## config.mk

```make
export PLATFORM = sky130hd
export DESIGN_NAME = mirrored_stripe_request_splitter_core
export DESIGN_NICKNAME = d
export VERILOG_FILES = /design/src/rtl/msrs_pkg.sv /design/src/rtl/msrs_div.sv /design/src/rtl/mirrored_stripe_request_splitter_core.sv
export SDC_FILE = /design/constraint.sdc
export NUM_CORES = 2
export LEC_CHECK = 0
export ABC_AREA = 1
export BUFFER_PORTS_ARGS = -buffer_cell sky130_fd_sc_hd__buf_2
export CAP_MARGIN = 15
export CORE_UTILIZATION = 43
export CTS_CLUSTER_DIAMETER = 200
export DETAILED_ROUTE_END_ITERATION = 8
export HOLD_SLACK_MARGIN = 0.02
export PLACE_DENSITY = 0.57
export REMOVE_ABC_BUFFERS = 1
export SYNTH_ARGS = -nofsm -noshare
export SYNTH_HDL_FRONTEND = slang
export SYNTH_HIERARCHICAL = 1
export SYNTH_SLANG_ARGS = --single-unit
```

## constraint.sdc

```tcl
create_clock -name clk -period 19.4 [get_ports clk]
set_input_delay 1.94 -clock clk [delete_from_list [all_inputs] [get_ports clk]]
set_output_delay 1.94 -clock clk [all_outputs]
set_load 0.05 [all_outputs]
```

## src/rtl/msrs_pkg.sv

```systemverilog
`timescale 1ns / 1ps
`default_nettype none
// ----------------------------------------------------------------------------
// msrs_pkg: shared types and constants for the mirrored stripe splitter
// Beat layouts of both channels, register map, reset values and divider
// result bundle.
// ----------------------------------------------------------------------------
package msrs_pkg;

  localparam int MAX_PRIMARY_DEF = 8;
  localparam int ADDR_BITS_DEF   = 32;

  localparam int OFF_W    = 32;  // start offset and device offset width
  localparam int LEN_W    = 16;  // request and chunk length width
  localparam int STRIPE_W = 21;  // stripe size register width
  localparam int PCNT_W   = 4;   // primary count register width
  localparam int ROW_W    = 21;  // stripe index range for a 32-bit offset at min stripe

  localparam logic [STRIPE_W-1:0] STRIPE_MIN   = 21'd2048;
  localparam logic [STRIPE_W-1:0] STRIPE_MAX   = 21'd1048576;
  localparam logic [STRIPE_W-1:0] STRIPE_RESET = 21'd4096;
  localparam logic [PCNT_W-1:0]   PCNT_RESET   = 4'd1;

  // register index (byte address bit 2)
  localparam logic REG_STRIPE_BYTES  = 1'b0;
  localparam logic REG_PRIMARY_COUNT = 1'b1;

  typedef struct packed {
    logic             mode;
    logic [OFF_W-1:0] start_offset;
    logic [LEN_W-1:0] request_length;
  } in_item_t;

  typedef struct packed {
    logic             op_kind;
    logic [2:0]       primary_device;
    logic [3:0]       mirror_device;
    logic [OFF_W-1:0] device_offset;
    logic [LEN_W-1:0] chunk_length;
    logic [LEN_W-1:0] buffer_position;
    logic             last_chunk;
  } out_item_t;

  typedef struct packed {
    logic                done;
    logic [OFF_W-1:0]    quotient;
    logic [STRIPE_W-1:0] remainder;
  } div_res_t;

endpackage
`default_nettype wire

```

## src/rtl/msrs_div.sv

```systemverilog
`timescale 1ns / 1ps
`default_nettype none
// ----------------------------------------------------------------------------
// msrs_div: iterative restoring divider
// 32-bit dividend by 21-bit divisor, one quotient bit per cycle.
// ----------------------------------------------------------------------------
module msrs_div
  import msrs_pkg::*;
(
  input  wire logic                clk,
  input  wire logic                rst_n,
  input  wire logic                start,
  input  wire logic [OFF_W-1:0]    dividend,
  input  wire logic [STRIPE_W-1:0] divisor,
  output div_res_t                 res
);

  localparam int CNT_W = $clog2(OFF_W + 1);

  logic                busy_r;
  logic                done_r;
  logic [CNT_W-1:0]    cnt_r;
  logic [OFF_W-1:0]    dvd_r;
  logic [STRIPE_W-1:0] rem_r;
  logic [STRIPE_W-1:0] dvr_r;

  logic [STRIPE_W:0]   shifted;
  logic                fits;
  logic [STRIPE_W:0]   diff;

  assign shifted = {rem_r, dvd_r[OFF_W-1]};
  assign fits    = shifted >= {1'b0, dvr_r};
  assign diff    = shifted - {1'b0, dvr_r};

  always_ff @(posedge clk) begin
    if (!rst_n) begin
      busy_r <= 1'b0;
      done_r <= 1'b0;
      cnt_r  <= '0;
    end else begin
      done_r <= !start && busy_r && (cnt_r == CNT_W'(1));
      if (start) begin
        busy_r <= 1'b1;
        cnt_r  <= CNT_W'(OFF_W);
        dvd_r  <= dividend;
        dvr_r  <= divisor;
        rem_r  <= '0;
      end else if (busy_r) begin
        rem_r <= fits ? diff[STRIPE_W-1:0] : shifted[STRIPE_W-1:0];
        dvd_r <= {dvd_r[OFF_W-2:0], fits};
        cnt_r <= cnt_r - CNT_W'(1);
        if (cnt_r == CNT_W'(1)) begin
          busy_r <= 1'b0;
        end
      end
    end
  end

  assign res.done      = done_r;
  assign res.quotient  = dvd_r;
  assign res.remainder = rem_r;

  a_no_restart: assert property (@(posedge clk) disable iff (!rst_n)
    start |-> !busy_r)
    else $error("divider started while busy");

  a_done_after_busy: assert property (@(posedge clk) disable iff (!rst_n)
    done_r |-> $past(busy_r))
    else $error("done without a running division");

  a_rem_bound: assert property (@(posedge clk) disable iff (!rst_n)
    done_r |-> rem_r < dvr_r)
    else $error("remainder not below divisor");

endmodule
`default_nettype wire

```

## src/rtl/mirrored_stripe_request_splitter_core.sv

```systemverilog
`timescale 1ns / 1ps
`default_nettype none
// ----------------------------------------------------------------------------
// mirrored_stripe_request_splitter_core: striped mirror request splitter
// Cuts a byte request at stripe boundaries into chunk commands for a
// primary device and its mirror.
// ----------------------------------------------------------------------------
// in_*  : one beat per request (mode, start offset, length), valid/ready.
// out_* : one beat per chunk, in ascending offset order, last_chunk on the
//         final one. A zero-length request is taken and produces no beat.
// APB   : stripe_bytes at 0x0, primary_count at 0x4; out-of-range values are
//         clamped when used. Write only while no request is in flight.
// Timing: the request is taken when idle; one shared 32-step divider runs
//   twice (offset by stripe size, then stripe index by primary count),
//   followed by a multiply step, then the first chunk beat is loaded into
//   the output register. Further chunks follow one per cycle while the output
//   is not stalled. in_ready is low until the request's last chunk has been
//   loaded into the output register.
// Stall: a stalled output beat holds; chunk generation pauses behind it.
// Reset: synchronous, active low; registers return to 4096 bytes per
//   stripe and one primary device, both channels go idle.
// ----------------------------------------------------------------------------
module mirrored_stripe_request_splitter_core
  import msrs_pkg::*;
#(
  parameter int MAX_PRIMARY = MAX_PRIMARY_DEF,
  parameter int ADDR_BITS   = ADDR_BITS_DEF
) (
  input  wire logic        clk,
  input  wire logic        rst_n,
  input  wire logic        in_valid,
  output logic             in_ready,
  input  wire in_item_t    in_data,
  output logic             out_valid,
  input  wire logic        out_ready,
  output out_item_t        out_data,
  input  wire logic        psel,
  input  wire logic        penable,
  input  wire logic        pwrite,
  input  wire logic [2:0]  paddr,
  input  wire logic [31:0] pwdata,
  output logic [31:0]      prdata,
  output logic             pready
);

  localparam int PRIM_W = (MAX_PRIMARY > 1) ? $clog2(MAX_PRIMARY) : 1;
  localparam int PC_W   = $clog2(MAX_PRIMARY + 1);
  localparam logic [OFF_W-1:0] ADDR_MASK = (ADDR_BITS >= OFF_W) ? {OFF_W{1'b1}} :
                                           OFF_W'((64'd1 << ADDR_BITS) - 64'd1);

  typedef enum logic [2:0] {
    S_IDLE,
    S_DIV_OFF,
    S_DIV_IDX,
    S_MUL,
    S_EMIT
  } state_t;

  // configuration registers
  logic [STRIPE_W-1:0] stripe_cfg_r;
  logic [PCNT_W-1:0]   pcnt_cfg_r;
  logic                cfg_wr;
  logic                reg_idx;

  assign pready  = 1'b1;
  assign reg_idx = paddr[2];
  assign cfg_wr  = psel && penable && pwrite && pready;

  always_ff @(posedge clk) begin
    if (!rst_n) begin
      stripe_cfg_r <= STRIPE_RESET;
      pcnt_cfg_r   <= PCNT_RESET;
    end else if (cfg_wr) begin
      unique case (reg_idx)
        REG_STRIPE_BYTES:  stripe_cfg_r <= pwdata[STRIPE_W-1:0];
        REG_PRIMARY_COUNT: pcnt_cfg_r   <= pwdata[PCNT_W-1:0];
        default:           stripe_cfg_r <= stripe_cfg_r;
      endcase
    end
  end

  always_comb begin
    unique case (reg_idx)
      REG_STRIPE_BYTES:  prdata = 32'(stripe_cfg_r);
      REG_PRIMARY_COUNT: prdata = 32'(pcnt_cfg_r);
      default:           prdata = '0;
    endcase
  end

  // clamped configuration
  logic [STRIPE_W-1:0] stripe_eff;
  logic [7:0]          pcnt8;
  logic [PC_W-1:0]     prims_eff;

  always_comb begin
    priority if (stripe_cfg_r < STRIPE_MIN) stripe_eff = STRIPE_MIN;
    else if (stripe_cfg_r > STRIPE_MAX)     stripe_eff = STRIPE_MAX;
    else                                    stripe_eff = stripe_cfg_r;
  end

  assign pcnt8 = 8'(pcnt_cfg_r);

  always_comb begin
    priority if (pcnt8 == 8'd0)            prims_eff = PC_W'(1);
    else if (pcnt8 > 8'(MAX_PRIMARY))      prims_eff = PC_W'(MAX_PRIMARY);
    else                                   prims_eff = PC_W'(pcnt_cfg_r);
  end

  // sequencer
  state_t              state_r;
  logic                div_start_r;
  logic [OFF_W-1:0]    div_dvd_r;
  logic [STRIPE_W-1:0] div_dvr_r;
  div_res_t            div_res;

  logic                mode_r;
  logic [LEN_W-1:0]    rem_r;
  logic [LEN_W-1:0]    pos_r;
  logic [STRIPE_W-1:0] within_r;
  logic [PRIM_W-1:0]   prim_r;
  logic [ROW_W-1:0]    row_r;
  logic [OFF_W-1:0]    base_r;
  logic                out_valid_r;
  out_item_t           out_data_r;

  msrs_div u_div (
    .clk      (clk),
    .rst_n    (rst_n),
    .start    (div_start_r),
    .dividend (div_dvd_r),
    .divisor  (div_dvr_r),
    .res      (div_res)
  );

  // chunk datapath
  logic [STRIPE_W-1:0] avail;
  logic                take_all;
  logic [LEN_W-1:0]    take;
  logic [7:0]          prim8;
  logic [7:0]          mirr8;
  logic                prim_wrap;
  logic                out_free;
  out_item_t           chunk;

  assign avail     = stripe_eff - within_r;
  assign take_all  = STRIPE_W'(rem_r) <= avail;
  assign take      = take_all ? rem_r : avail[LEN_W-1:0];
  assign prim8     = 8'(prim_r);
  assign mirr8     = 8'(prims_eff) + prim8;
  assign prim_wrap = (prim8 + 8'd1) == 8'(prims_eff);
  assign out_free  = !out_valid_r || out_ready;

  always_comb begin
    chunk.op_kind         = mode_r;
    chunk.primary_device  = prim8[2:0];
    chunk.mirror_device   = mirr8[3:0];
    chunk.device_offset   = (base_r + OFF_W'(within_r)) & ADDR_MASK;
    chunk.chunk_length    = take;
    chunk.buffer_position = pos_r;
    chunk.last_chunk      = take_all;
  end

  always_ff @(posedge clk) begin
    if (!rst_n) begin
      state_r     <= S_IDLE;
      div_start_r <= 1'b0;
      out_valid_r <= 1'b0;
    end else begin
      div_start_r <= ((state_r == S_IDLE) && in_valid &&
                      (in_data.request_length != '0)) ||
                     ((state_r == S_DIV_OFF) && div_res.done);
      if ((state_r == S_EMIT) && out_free) begin
        out_valid_r <= 1'b1;
      end else if (out_ready) begin
        out_valid_r <= 1'b0;
      end
      unique case (state_r)
        S_IDLE: begin
          if (in_valid) begin
            mode_r <= in_data.mode;
            rem_r  <= in_data.request_length;
            pos_r  <= '0;
            if (in_data.request_length != '0) begin
              div_dvd_r <= in_data.start_offset & ADDR_MASK;
              div_dvr_r <= stripe_eff;
              state_r   <= S_DIV_OFF;
            end
          end
        end
        S_DIV_OFF: begin
          if (div_res.done) begin
            within_r  <= div_res.remainder;
            div_dvd_r <= div_res.quotient;
            div_dvr_r <= STRIPE_W'(prims_eff);
            state_r   <= S_DIV_IDX;
          end
        end
        S_DIV_IDX: begin
          if (div_res.done) begin
            prim_r  <= div_res.remainder[PRIM_W-1:0];
            row_r   <= div_res.quotient[ROW_W-1:0];
            state_r <= S_MUL;
          end
        end
        S_MUL: begin
          base_r  <= OFF_W'(row_r * stripe_eff);
          state_r <= S_EMIT;
        end
        S_EMIT: begin
          if (out_free) begin
            out_data_r  <= chunk;
            rem_r       <= rem_r - take;
            pos_r       <= pos_r + take;
            if (take_all) begin
              state_r <= S_IDLE;
            end else begin
              // chunk ran to the stripe end: step to the next stripe
              within_r <= '0;
              if (prim_wrap) begin
                prim_r <= '0;
                base_r <= base_r + OFF_W'(stripe_eff);
              end else begin
                prim_r <= prim_r + PRIM_W'(1);
              end
            end
          end
        end
        default: state_r <= S_IDLE;
      endcase
    end
  end

  assign in_ready  = (state_r == S_IDLE);
  assign out_valid = out_valid_r;
  assign out_data  = out_data_r;

  a_zero_len_idle: assert property (@(posedge clk) disable iff (!rst_n)
    (in_valid && in_ready && in_data.request_length == '0) |=> state_r == S_IDLE)
    else $error("zero-length request left the idle state");

  a_emit_has_bytes: assert property (@(posedge clk) disable iff (!rst_n)
    state_r == S_EMIT |-> rem_r != '0)
    else $error("emitting with no bytes left");

  a_within_bound: assert property (@(posedge clk) disable iff (!rst_n)
    state_r == S_EMIT |-> within_r < stripe_eff)
    else $error("stripe offset outside stripe");

  a_prim_bound: assert property (@(posedge clk) disable iff (!rst_n)
    state_r == S_EMIT |-> prim8 < 8'(prims_eff))
    else $error("primary index outside device count");

  a_chunk_nonzero: assert property (@(posedge clk) disable iff (!rst_n)
    out_valid_r |-> out_data_r.chunk_length != '0)
    else $error("empty chunk beat");

endmodule
`default_nettype wire
```

==> run metrics <==
status finished, final reports clean; crit path capture type register; register area share after synthesis between 30% and 40%; DP HPWL between 70,000 and 80,000 microns; Clock Skews approximately 0.020 ns; Mapped Cells 3,867; post-CTS setup buffer count 0; Worst Setup Path Type register to register; Final Hold Viols 0; initial DRC count 1,792; Die Width around 280 microns; vias in the first global route approximately 26,000; met2 Use GR a little over 40%; global route hottest layer met2; crit path max-delay cell type nor3_2; top-area cell type share of the netlist area between 20% and 30%; Synth cell types 62; CTS Hold Bufs 0; Worst Tran Pin Value approximately 1.1 ns; most numerous cell on the critical path fa_1; Setup Total Neg Slack 0 ns; Ys Warns 6; die area between 70,000 and 80,000 sq um; total of max-cap violations 0; TritonRoute pass-1 iters 5; Overall Global Routing Usage about a quarter; Post-Syn Area roughly 33,000 sq um; clock slew at reported path FFs 0.06 ns; dpl cells just under 5,000; CTS max path bufs 3; Layout Cells excl Fill ~5,000; Layout area overhead 9.63%; CTS tree built; root buffer cell clkbuf_16; Final setup viols 0; die height between 200 and 300 microns; # nets final roughly 4,700; crit start category register; Max Slew Vio Count 0; peak supply drop between 60 and 70 uV; Antenna Nets Post-Route 0; fmax 0.106 GHz; global-route wire length before repair 148,000 microns; count leader, synth nand2_1; Clock Latency Late Sink 0.57 ns; clock sinks 348; Synth area leader edfxtp_1; GP Congestion between 0.9 and 1; initial antenna violation count 2; top post-synthesis cells by area edfxtp_1 (29%), fa_1 (20%), nand2_1 (9.6%); post-layout min period approximately 9.5 ns; crit share post-route between 40 and 50%; FP Rows 100; PwrDens around 68 nW/um^2; Post-route DRC 0; core area between 70,000 and 80,000 sq um; Hold WC Path Type register to register; RSZ-0062 raised after global routing no; number of synthesized register bits ~350; post-DR wirelength/cell 19.1 microns; total grt overflow 0; CP Data Required Time just under 20 ns; fraction of registers with async set/reset 0%; met1 Use GR roughly 35%; arrival time worst endpoint around 10 ns; I/O Pins between 150 and 200; Via-to-Cell Ratio 5.17; Starting Density 43.7%; largest net degree at the start of global routing 74; Mean Syn Cell Area approximately 8.4 sq um; H-tree depth 2; Total Wirelength 95,700 microns; port bufs between 150 and 200; CTS buffer count 41; Top FF cell, synth edfxtp_1; via count 25,900; GR Util met3 between 4 and 5%; share of layout cells above drive strength 1 under 10%; Resize count post-CTS 0; Critical Path Max Stage Delay around 0.88 ns; crit-path max FO 19; top cells by count, synth nand2_1 (838), inv_1 (683), nor2_1 (454); P_leak roughly 17 nW; Slew headroom a little under a quarter; Post-synth EDFFs just over 300
## metrics by stage
step                total power (W)  hold WS [ns]  instance area, sq um  utilization [%]  setup WS (ns)
floorplan                   0.00143         0.400                 32100                -          10.92
global placement            0.00166         0.401                 34500             46.1          10.19
detailed placement          0.00167         0.405                 34500             46.1          10.13
CTS                         0.00245         0.407                 35800             47.8          10.12
global route                0.00259         0.420                 35800             47.8           9.26
finish                      0.00243         0.416                 35800             47.9           9.94
## placed cells by master (no fill, tap or decap), types with 58 or more instances in the layout
master / netlist / final
edfxtp_1: 310 / 310
a21oi_1: 216 / 215
ha_1: 236 / 236
nand3_1: 82 / 82
nor2_1: 454 / 453
nand2_1: 838 / 837
inv_1: 683 / 682
xor2_1: 58 / 58
fa_1: 322 / 322
buf_2: 12 / 173
o21ai_0: 144 / 143
## power by group
part           internal, W  total, W  leakage, nW  switching (W)
logic             0.000260  0.000767         13.4       0.000507
clock network     0.000452  0.000774        0.651       0.000322
registers         0.000870  0.000890         3.16      0.0000203
total              0.00158   0.00243         17.2       0.000849
## worst paths after layout
| path | start | endpoint | slack, ns | cells after the start |
|---|---|---|---|---|
| max | stripe_cfg_r[20] | base_r[27] | 9.94 | 34 |
| min reg2reg | mode_r | out_data[72] | 0.42 | 0 |
| min | mode_r | out_data[72] | 0.42 | 0 |
| max reg2reg | stripe_cfg_r[20] | base_r[27] | 9.94 | 34 |
## cell type report
type,instances,area [sq um]
Multi-Input combinational cell,2675,19400
Tap cell,969,1210
Inverter,739,2780
Fill cell,7380,39000
Clock buffer,52,1090
Antenna cell,2,5.00
Clock inverter,23,233
Sequential cell,348,10100
Timing Repair Buffer,199,1060
## cells by family (layout without fill, tap and decap cells)
family / count (synthesis) / after routing / share of synthesized area [%]
AO/OA/AOI/OAI: 495 / 495 / 8.38
XOR/XNOR: 102 / 102 / 2.74
adder cells (fa/ha/maj): 558 / 558 / 28.8
buffers and inverters: 854 / 1013 / 10.2
flip-flops: 348 / 348 / 30.8
other: 2 / 14 / 0.0230
AND/OR/NAND/NOR: 1508 / 1508 / 19.1
## registers in the layout, indices dropped and copies added (netlist names), 4 cells and up
register	cells
base_r	32
div_dvd_r	32
div_dvr_r	21
out_data	73
pcnt_cfg_r	4
pos_r	16
rem_r	16
row_r	21
stripe_cfg_r	21
u_div/cnt_r	6
u_div/dvd_r	32
u_div/dvr_r	21
u_div/rem_r	21
within_r	21
## metal layers
metal  vias to the layer above  routed length (microns)  part of all wire [%]
li1                      12400                        -                     -
met1                     12500                    42800                    45
met2                       835                    42800                    45
met3                       169                     6880                   7.2
met4                         0                     3170                   3.3
met5                         -                        0                     0
## worst max-delay path: cells and delay by family (launching register included)
kind	cells	cell delay, ns
adders and majority gates	8	3.85
and+or+nand+nor	12	2.50
buffers and inverters	9	1.49
AOI/OAI and AO/OA	5	1.01
DFF	1	0.30
(Power assumes the default switching activity.)
